File: config.mk
export PLATFORM = sky130hd
export DESIGN_NAME = unpremultiply_fix15_to_rgba8
export DESIGN_NICKNAME = d
export VERILOG_FILES = /design/src/ufr_pkg.sv /design/src/ufr_prep.sv /design/src/ufr_cell.sv /design/src/ufr_pack.sv /design/src/unpremultiply_fix15_to_rgba8.sv
export SDC_FILE = /design/constraint.sdc
export NUM_CORES = 2
export LEC_CHECK = 0
export ABC_AREA = 0
export ABC_CLOCK_PERIOD_IN_PS = 14700
export BUFFER_PORTS_ARGS = -buffer_cell sky130_fd_sc_hd__buf_2
export CORE_MARGIN = 10
export CORE_UTILIZATION = 45
export DETAILED_ROUTE_END_ITERATION = 7
export MAX_ROUTING_LAYER = met4
export PLACE_DENSITY = 0.59
export SYNTH_ARGS = -nofsm -noshare
export SYNTH_HDL_FRONTEND = slang
export SYNTH_SLANG_ARGS = --single-unit
export TNS_END_PERCENT = 100
File: constraint.sdc
create_clock -name clk -period 14.7 [get_ports clk]
set_clock_uncertainty 0.1 [all_clocks]
set_input_delay 1.47 -clock clk [delete_from_list [all_inputs] [get_ports clk]]
set_output_delay 1.47 -clock clk [all_outputs]
set_load 0.01 [all_outputs]
File: src/ufr_pkg.sv
// Shared types, constants and the 8-bit scaling function of the unpremultiply pipeline.
package ufr_pkg;

  localparam int unsigned CHAN_W     = 16;
  localparam int unsigned OUT_W      = 8;
  localparam int unsigned NUM_COLORS = 3;
  // One quotient bit is resolved per divider cell.
  localparam int unsigned DIV_STEPS  = 16;
  localparam int unsigned FIX_HALF   = 16384;
  localparam logic [OUT_W-1:0] MAX8  = 8'd255;

  typedef struct packed {
    logic [CHAN_W-1:0] rem;   // partial remainder, below alpha unless the lane saturates
    logic [CHAN_W-1:0] num;   // unused dividend bits on top, quotient bits below
  } ufr_lane_t;

  typedef struct packed {
    ufr_lane_t [NUM_COLORS-1:0] lane;
    logic [NUM_COLORS-1:0]      sat;    // quotient is at least 65536
    logic [CHAN_W-1:0]          alpha;
    logic                       last;
  } ufr_pix_t;

  // Rounded scaling from 1.15 fixed point to 8 bits, saturated at 255.
  function automatic logic [OUT_W-1:0] fix_to8(input logic [CHAN_W-1:0] v);
    logic [24:0] prod;
    logic [9:0]  s;
    prod = {1'b0, v, 8'h00} - {9'd0, v} + 25'(FIX_HALF);
    s    = prod[24:15];
    return (s > {2'b00, MAX8}) ? MAX8 : s[OUT_W-1:0];
  endfunction

endpackage

File: src/ufr_prep.sv
// Entry stage: forms the dividend of each color and flags quotients that saturate.
module ufr_prep (
  input  logic                  clk,
  input  logic                  rst_n,
  input  logic                  valid_i,
  output logic                  ready_o,
  input  logic [15:0]           red,
  input  logic [15:0]           green,
  input  logic [15:0]           blue,
  input  logic [15:0]           alpha,
  input  logic                  last,
  output logic                  valid_o,
  input  logic                  ready_i,
  output ufr_pkg::ufr_pix_t     data_o
);
  import ufr_pkg::*;

  logic                       valid_r;
  ufr_pix_t                   data_r;
  ufr_pix_t                   data_nxt;
  logic [CHAN_W-1:0]          color [NUM_COLORS];

  assign color[0] = red;
  assign color[1] = green;
  assign color[2] = blue;

  // The dividend is (c << 15) + alpha / 2, which packs as {0, c, alpha[15:1]}.
  // Its upper half compared with alpha tells whether the quotient overflows 16 bits.
  always_comb begin
    data_nxt       = data_r;
    data_nxt.alpha = alpha;
    data_nxt.last  = last;
    for (int i = 0; i < NUM_COLORS; i++) begin
      data_nxt.lane[i].rem = {1'b0, color[i][CHAN_W-1:1]};
      data_nxt.lane[i].num = {color[i][0], alpha[CHAN_W-1:1]};
      data_nxt.sat[i]      = ({1'b0, color[i][CHAN_W-1:1]} >= alpha);
    end
  end

  assign ready_o = !valid_r || ready_i;
  assign valid_o = valid_r;
  assign data_o  = data_r;

  always_ff @(posedge clk) begin
    if (!rst_n) begin
      valid_r <= 1'b0;
    end else if (ready_o) begin
      valid_r <= valid_i;
    end
  end

  always_ff @(posedge clk) begin
    if (valid_i && ready_o) begin
      data_r <= data_nxt;
    end
  end

endmodule

File: src/ufr_cell.sv
// One restoring division step for all three color lanes, with its own stage register.
module ufr_cell (
  input  logic                  clk,
  input  logic                  rst_n,
  input  logic                  valid_i,
  output logic                  ready_o,
  input  ufr_pkg::ufr_pix_t     data_i,
  output logic                  valid_o,
  input  logic                  ready_i,
  output ufr_pkg::ufr_pix_t     data_o
);
  import ufr_pkg::*;

  logic                  valid_r;
  ufr_pix_t              data_r;
  ufr_pix_t              data_nxt;
  logic [CHAN_W:0]       trial [NUM_COLORS];
  logic [NUM_COLORS-1:0] fits;

  always_comb begin
    data_nxt = data_i;
    for (int i = 0; i < NUM_COLORS; i++) begin
      trial[i] = {data_i.lane[i].rem, data_i.lane[i].num[CHAN_W-1]};
      fits[i]  = (trial[i] >= {1'b0, data_i.alpha});
      if (fits[i]) begin
        data_nxt.lane[i].rem = CHAN_W'(trial[i] - {1'b0, data_i.alpha});
      end else begin
        data_nxt.lane[i].rem = trial[i][CHAN_W-1:0];
      end
      data_nxt.lane[i].num = {data_i.lane[i].num[CHAN_W-2:0], fits[i]};
    end
  end

  assign ready_o = !valid_r || ready_i;
  assign valid_o = valid_r;
  assign data_o  = data_r;

  always_ff @(posedge clk) begin
    if (!rst_n) begin
      valid_r <= 1'b0;
    end else if (ready_o) begin
      valid_r <= valid_i;
    end
  end

  always_ff @(posedge clk) begin
    if (valid_i && ready_o) begin
      data_r <= data_nxt;
    end
  end

endmodule

File: src/ufr_pack.sv
// Output stage: scales the quotients and alpha to 8 bits and holds the result item.
module ufr_pack (
  input  logic                  clk,
  input  logic                  rst_n,
  input  logic                  valid_i,
  output logic                  ready_o,
  input  ufr_pkg::ufr_pix_t     data_i,
  output logic                  valid_o,
  input  logic                  ready_i,
  output logic [31:0]           tdata_o,
  output logic                  tlast_o
);
  import ufr_pkg::*;

  logic                        valid_r;
  logic [31:0]                 tdata_r;
  logic                        tlast_r;
  logic [31:0]                 tdata_nxt;
  logic [OUT_W-1:0]            chan8 [NUM_COLORS];
  logic                        alpha_zero;

  assign alpha_zero = (data_i.alpha == '0);

  always_comb begin
    for (int i = 0; i < NUM_COLORS; i++) begin
      priority if (alpha_zero) begin
        chan8[i] = '0;
      end else if (data_i.sat[i]) begin
        chan8[i] = MAX8;
      end else begin
        chan8[i] = fix_to8(data_i.lane[i].num);
      end
    end
    tdata_nxt = {fix_to8(data_i.alpha), chan8[2], chan8[1], chan8[0]};
  end

  assign ready_o = !valid_r || ready_i;
  assign valid_o = valid_r;
  assign tdata_o = tdata_r;
  assign tlast_o = tlast_r;

  always_ff @(posedge clk) begin
    if (!rst_n) begin
      valid_r <= 1'b0;
    end else if (ready_o) begin
      valid_r <= valid_i;
    end
  end

  always_ff @(posedge clk) begin
    if (valid_i && ready_o) begin
      tdata_r <= tdata_nxt;
      tlast_r <= data_i.last;
    end
  end

endmodule

File: src/unpremultiply_fix15_to_rgba8.sv
// Converts premultiplied 1.15 RGBA pixels to straight 8-bit RGBA, one item per cycle
// while not stalled. Each pixel passes an entry stage, a row of 16 divider cells
// that each settle one quotient bit for red, green and blue at once, and an output
// stage that scales to 8 bits; a new item is taken every cycle while nothing stalls.
// Every stage has its own valid bit and moves up when the stage after it is free, so
// gaps close up under back-pressure and the block holds up to 18 items in flight.
// Color is (c * 32768 + alpha / 2) / alpha rounded to 8 bits and saturated at 255; a
// pixel with zero alpha comes out as all zeros. tlast travels with its pixel unchanged.
module unpremultiply_fix15_to_rgba8 (
  input  logic        clk,
  input  logic        rst_n,
  input  logic        in_tvalid,
  output logic        in_tready,
  input  logic [63:0] in_tdata,   // red [15:0], green [31:16], blue [47:32], alpha [63:48]
  input  logic        in_tlast,   // end_of_run
  output logic        out_tvalid,
  input  logic        out_tready,
  output logic [31:0] out_tdata,  // red_8 [7:0], green_8 [15:8], blue_8 [23:16], alpha_8 [31:24]
  output logic        out_tlast   // last_pixel
);
  import ufr_pkg::*;

  logic     stg_valid [DIV_STEPS+1];
  logic     stg_ready [DIV_STEPS+1];
  ufr_pix_t stg_data  [DIV_STEPS+1];

  ufr_prep u_prep (
    .clk     (clk),
    .rst_n   (rst_n),
    .valid_i (in_tvalid),
    .ready_o (in_tready),
    .red     (in_tdata[15:0]),
    .green   (in_tdata[31:16]),
    .blue    (in_tdata[47:32]),
    .alpha   (in_tdata[63:48]),
    .last    (in_tlast),
    .valid_o (stg_valid[0]),
    .ready_i (stg_ready[0]),
    .data_o  (stg_data[0])
  );

  for (genvar k = 0; k < DIV_STEPS; k++) begin : g_cell
    ufr_cell u_cell (
      .clk     (clk),
      .rst_n   (rst_n),
      .valid_i (stg_valid[k]),
      .ready_o (stg_ready[k]),
      .data_i  (stg_data[k]),
      .valid_o (stg_valid[k+1]),
      .ready_i (stg_ready[k+1]),
      .data_o  (stg_data[k+1])
    );
  end

  ufr_pack u_pack (
    .clk     (clk),
    .rst_n   (rst_n),
    .valid_i (stg_valid[DIV_STEPS]),
    .ready_o (stg_ready[DIV_STEPS]),
    .data_i  (stg_data[DIV_STEPS]),
    .valid_o (out_tvalid),
    .ready_i (out_tready),
    .tdata_o (out_tdata),
    .tlast_o (out_tlast)
  );

endmodule

==> impl_metrics.prom <==
# TYPE chip_impl_metric gauge
chip_impl_metric{name="synthDominantCellAreaShare",unit="%"} 49.9
chip_impl_info{name="startpoint_type",value="input pin"} 1
chip_impl_metric{name="cts-buffers-inserted",unit=""} 172
chip_impl_metric{name="synthAdderAreaFrac",unit="%"} 12.8
chip_impl_metric{name="post_synth_mux_area_share",unit="%"} 6.00
chip_impl_metric{name="pin_count",unit=""} 104
chip_impl_metric{name="post_detailed_placement_half_perimeter_wirelength",unit="um"} 190000
chip_impl_metric{name="route.detailed.vias_per_inst",unit=""} 5.70
chip_impl_metric{name="setup_slack",unit="ns"} 9.35
chip_impl_metric{name="post_dp_cell_area",unit="um^2"} 96900
chip_impl_metric{name="worst_slew_pin_slew",unit="ns"} 1.13
chip_impl_metric{name="cts.htree.levels",unit=""} 4
chip_impl_metric{name="synth_to_final_area_change",unit="%"} 10.1
chip_impl_metric{name="initial_antenna_violation_count",unit=""} 7
chip_impl_metric{name="route.detailed.wl_per_inst",unit="um"} 22.4
chip_impl_metric{name="initial_core_util",unit="%"} 45.4
chip_impl_metric{name="max_freq",unit="GHz"} 0.187
chip_impl_info{name="synth_commonest_cells",value="sky130_fd_sc_hd__edfxtp_1 (1549), sky130_fd_sc_hd__ha_1 (882), sky130_fd_sc_hd__a21oi_1 (613)"} 1
chip_impl_metric{name="setup_bufs_post_cts",unit=""} 0
chip_impl_metric{name="wire_length_of_the_first_global_routing_pass",unit="um"} 363000
chip_impl_info{name="rsz0062_at_grt",value="false"} 1
chip_impl_metric{name="fin_area",unit="um^2"} 103000
chip_impl_info{name="outcome",value="complete, no violations"} 1
chip_impl_metric{name="drive_above_1_share",unit="%"} 12.2
chip_impl_info{name="synthMostInstantiatedCell",value="sky130_fd_sc_hd__edfxtp_1"} 1
chip_impl_metric{name="first_global_vias",unit=""} 60120
chip_impl_metric{name="simple_gate_portion_of_the_synthesized_area",unit="%"} 9.24
chip_impl_metric{name="synth_warnings",unit=""} 0
chip_impl_metric{name="clkSlewWorstSetupHoldPaths",unit="ns"} 0.06
chip_impl_metric{name="final_max_slew_viol_count",unit=""} 0
chip_impl_metric{name="cp_arrival",unit="ns"} 3.78
chip_impl_metric{name="setup-tns-final",unit="ns"} 0
chip_impl_metric{name="maxCapViolations",unit=""} 0
chip_impl_metric{name="power_density",unit="nW/um^2"} 96.3
chip_impl_info{name="master_of_the_slowest_instance_on_the_critical_path",value="sky130_fd_sc_hd__nor2_1"} 1
chip_impl_info{name="worst_setup_path_end_kind",value="primary output"} 1
chip_impl_info{name="cts.root.buffer_cell",value="sky130_fd_sc_hd__clkbuf_16"} 1
chip_impl_metric{name="ys_ff_latch",unit=""} 1567
chip_impl_info{name="synthTopCellsByArea",value="sky130_fd_sc_hd__edfxtp_1 (50%), sky130_fd_sc_hd__ha_1 (12%), sky130_fd_sc_hd__mux2_2 (4.8%), sky130_fd_sc_hd__xnor2_1 (3.7%), sky130_fd_sc_hd__a21oi_1 (3.3%)"} 1
chip_impl_metric{name="globalRouteTotalUtil",unit="%"} 21.5
chip_impl_metric{name="crit_fanout",unit=""} 7
chip_impl_metric{name="area_share_of_xor_xnor_cells_in_the_synthesized_design",unit="%"} 5.24
chip_impl_metric{name="grt_remaining_overflow",unit=""} 0
chip_impl_info{name="synthDominantAreaCellType",value="sky130_fd_sc_hd__edfxtp_1"} 1
chip_impl_metric{name="post-route-period-util",unit="%"} 36.4
chip_impl_info{name="crit_path_cell_trace",value="buf_2, and4bb_2, nand2_1, nor2_1, and4_1, and4_1, nand2_1, buf_2"} 1
chip_impl_metric{name="mappedNetlistArea",unit="um^2"} 93200
chip_impl_metric{name="vias",unit=""} 61655
chip_impl_metric{name="drtAntennaViolNets",unit=""} 0
chip_impl_metric{name="finalWirelength",unit="um"} 242000
chip_impl_metric{name="dp_slack",unit="ns"} 9.32
chip_impl_metric{name="vdd_ir_drop_max",unit="mV"} 0.101
chip_impl_metric{name="synth-edff-count",unit=""} 1549
chip_impl_metric{name="worst-path-buf-inv",unit=""} 2
chip_impl_metric{name="cts.sinks",unit=""} 1567
chip_impl_info{name="hold_class",value="flip-flop to flip-flop"} 1
chip_impl_metric{name="fp.coreArea",unit="um^2"} 205000
chip_impl_metric{name="timing.final.setup_violations",unit=""} 0
chip_impl_metric{name="drc",unit=""} 0
chip_impl_metric{name="yosys.cell_types.count",unit=""} 81
chip_impl_metric{name="final_critical_path_time_including_i_o_delays_and_setup",unit="ns"} 5.35
chip_impl_metric{name="avgSynthCellArea",unit="um^2"} 12.0
chip_impl_metric{name="synth_seq_area_share",unit="%"} 50.3
chip_impl_metric{name="timing.slew.headroom",unit="%"} 24.7
chip_impl_metric{name="syn_nets",unit=""} 8775
chip_impl_metric{name="die_area",unit="um^2"} 226000
chip_impl_info{name="critical_path_class",value="input pin to primary output"} 1
chip_impl_metric{name="drt-pass1-iter-count",unit=""} 6
chip_impl_metric{name="cts-resized-gates",unit=""} 0
chip_impl_metric{name="report.final.hold_viol_count",unit=""} 0
chip_impl_metric{name="cts_hold_buffers",unit=""} 0
chip_impl_metric{name="worst_ep_required_time",unit="ns"} 13.13
chip_impl_info{name="synth_top_flop_cell",value="sky130_fd_sc_hd__edfxtp_1"} 1
chip_impl_info{name="combinational_family_with_the_most_area_after_synthesis",value="compound AO/OA/AOI/OAI gates"} 1
chip_impl_metric{name="synthesis.instances",unit=""} 7779
chip_impl_metric{name="clk_path_buf_depth",unit=""} 3
chip_impl_metric{name="chipHeight",unit="um"} 475
chip_impl_metric{name="routability_congestion",unit=""} 0.922
chip_impl_metric{name="detail_route.iter0.violations",unit=""} 4706
chip_impl_metric{name="area_fraction_in_compound_gates_after_synthesis",unit="%"} 13.5
chip_impl_metric{name="port-buffer-count",unit=""} 103
chip_impl_info{name="cts_tree",value="yes"} 1
chip_impl_metric{name="die_wd",unit="um"} 475
chip_impl_metric{name="insertion_delay",unit="ns"} 0.80
chip_impl_metric{name="async_set_or_reset_register_ratio_after_synthesis",unit="%"} 0
chip_impl_metric{name="core.rowCount",unit=""} 166
chip_impl_info{name="critical_path.top_delay_family",value="simple AND/OR/NAND/NOR gates"} 1
chip_impl_metric{name="pin_count_of_the_biggest_net_entering_global_routing",unit=""} 75
chip_impl_metric{name="p_leak",unit="nW"} 39.4
chip_impl_metric{name="cpPeakStageDelay",unit="ns"} 0.57
chip_impl_metric{name="final_nets",unit=""} 8990
==> per-layer routing <==
metal / track usage [%] / up-vias / routed length (um)
met4: 5.49 / 0 / 6070
li1: - / 29868 / -
met3: 2.51 / 329 / 11300
met1: 28.7 / 30015 / 110000
met5: - / - / 0
met2: 35.0 / 1443 / 115000
==> where the power goes <==
part	leakage, nW	internal, mW	switching (mW)
Sequential	14.2	4.93	0.0401
Combinational	22.5	0.259	0.331
Clock	2.74	2.51	1.82
Total	39.4	7.70	2.19
==> layout by cell type, fill, tap and decap left out, types with 29 or more instances in the layout <==
cell type	netlist	layout
sky130_fd_sc_hd__clkbuf_16	0	173
sky130_fd_sc_hd__xnor2_1	395	395
sky130_fd_sc_hd__nand2b_1	82	82
sky130_fd_sc_hd__clkinv_2	0	31
sky130_fd_sc_hd__edfxtp_1	1549	1549
sky130_fd_sc_hd__nand3_1	124	124
sky130_fd_sc_hd__buf_2	39	103
sky130_fd_sc_hd__nor2_1	557	556
sky130_fd_sc_hd__and4_1	50	50
sky130_fd_sc_hd__and3_1	38	38
sky130_fd_sc_hd__o21ai_0	190	190
sky130_fd_sc_hd__a211oi_1	40	40
sky130_fd_sc_hd__nand2_1	247	247
sky130_fd_sc_hd__o41ai_2	32	32
sky130_fd_sc_hd__mux2i_1	88	88
sky130_fd_sc_hd__a21o_1	255	255
sky130_fd_sc_hd__xor2_1	162	162
sky130_fd_sc_hd__nand4_1	120	120
sky130_fd_sc_hd__o21bai_1	74	74
sky130_fd_sc_hd__or2_2	32	32
sky130_fd_sc_hd__mux2_2	401	401
sky130_fd_sc_hd__nand3b_1	37	37
sky130_fd_sc_hd__nor4_1	39	39
sky130_fd_sc_hd__a21oi_1	613	613
sky130_fd_sc_hd__o211ai_1	54	54
sky130_fd_sc_hd__inv_1	573	573
sky130_fd_sc_hd__o21a_1	178	178
sky130_fd_sc_hd__buf_4	1	30
sky130_fd_sc_hd__nor2b_1	144	136
sky130_fd_sc_hd__o31ai_1	29	29
sky130_fd_sc_hd__ha_1	882	882
sky130_fd_sc_hd__o22ai_1	38	38
sky130_fd_sc_hd__a31oi_1	82	78
sky130_fd_sc_hd__fa_1	45	45
sky130_fd_sc_hd__nor3_1	150	150
==> metrics by stage <==
stage                     power, mW  util, %  hold slack [ns]  cells
final                          9.88     49.9            0.285  10825
after global routing           10.3     49.9            0.288  10822
after CTS                      10.0     49.9            0.278  10821
after detailed placement       5.65     47.2            0.305  10508
after global placement         5.64     47.2            0.300  10508
after floorplan                5.49        -            0.300   7779
==> layout make-up <==
class	instances	area [um^2]
Inverter	573	2150
Multi-Input combinational cell	5547	43800
Clock inverter	119	1250
Timing Repair Buffer	133	741
Tap cell	2688	3360
Fill cell	17974	103000
Antenna cell	4	10.0
Sequential cell	1567	46900
Clock buffer	194	4410
==> flip-flops by register name, summed over array words and instances (netlist names) <==
| name | flops |
|---|---|
| g_cell.u_cell.data_o | 1448 |
| u_prep.data_o | 68 |
| u_pack.tdata_o | 32 |
| g_cell.u_cell.valid_o | 16 |
| u_pack.tlast_o | 1 |
| u_pack.valid_o | 1 |
| u_prep.valid_o | 1 |
==> final timing paths <==
kind / start / endpoint / slack, ns / depth (start not counted)
worst max register to register: g_cell[8].u_cell.data_o[8] / g_cell[9].u_cell.data_o[108] / 10.55 / 10
worst min register to register: g_cell[12].u_cell.data_o[23] / g_cell[13].u_cell.data_o[24] / 0.28 / 0
worst max-delay path: out_tready / in_tready / 9.35 / 8
worst min-delay path: g_cell[12].u_cell.data_o[23] / g_cell[13].u_cell.data_o[24] / 0.28 / 0
==> cell families after synthesis <==
kind of cell	Yosys count
AOI/OAI and AO/OA	1850
and+or+nand+nor	1707
DFF	1567
adders and majority gates	927
buffers and inverters	665
xor gates and xnor gates	557
muxes	506
Note: power is estimated with default switching activity, not from simulation.
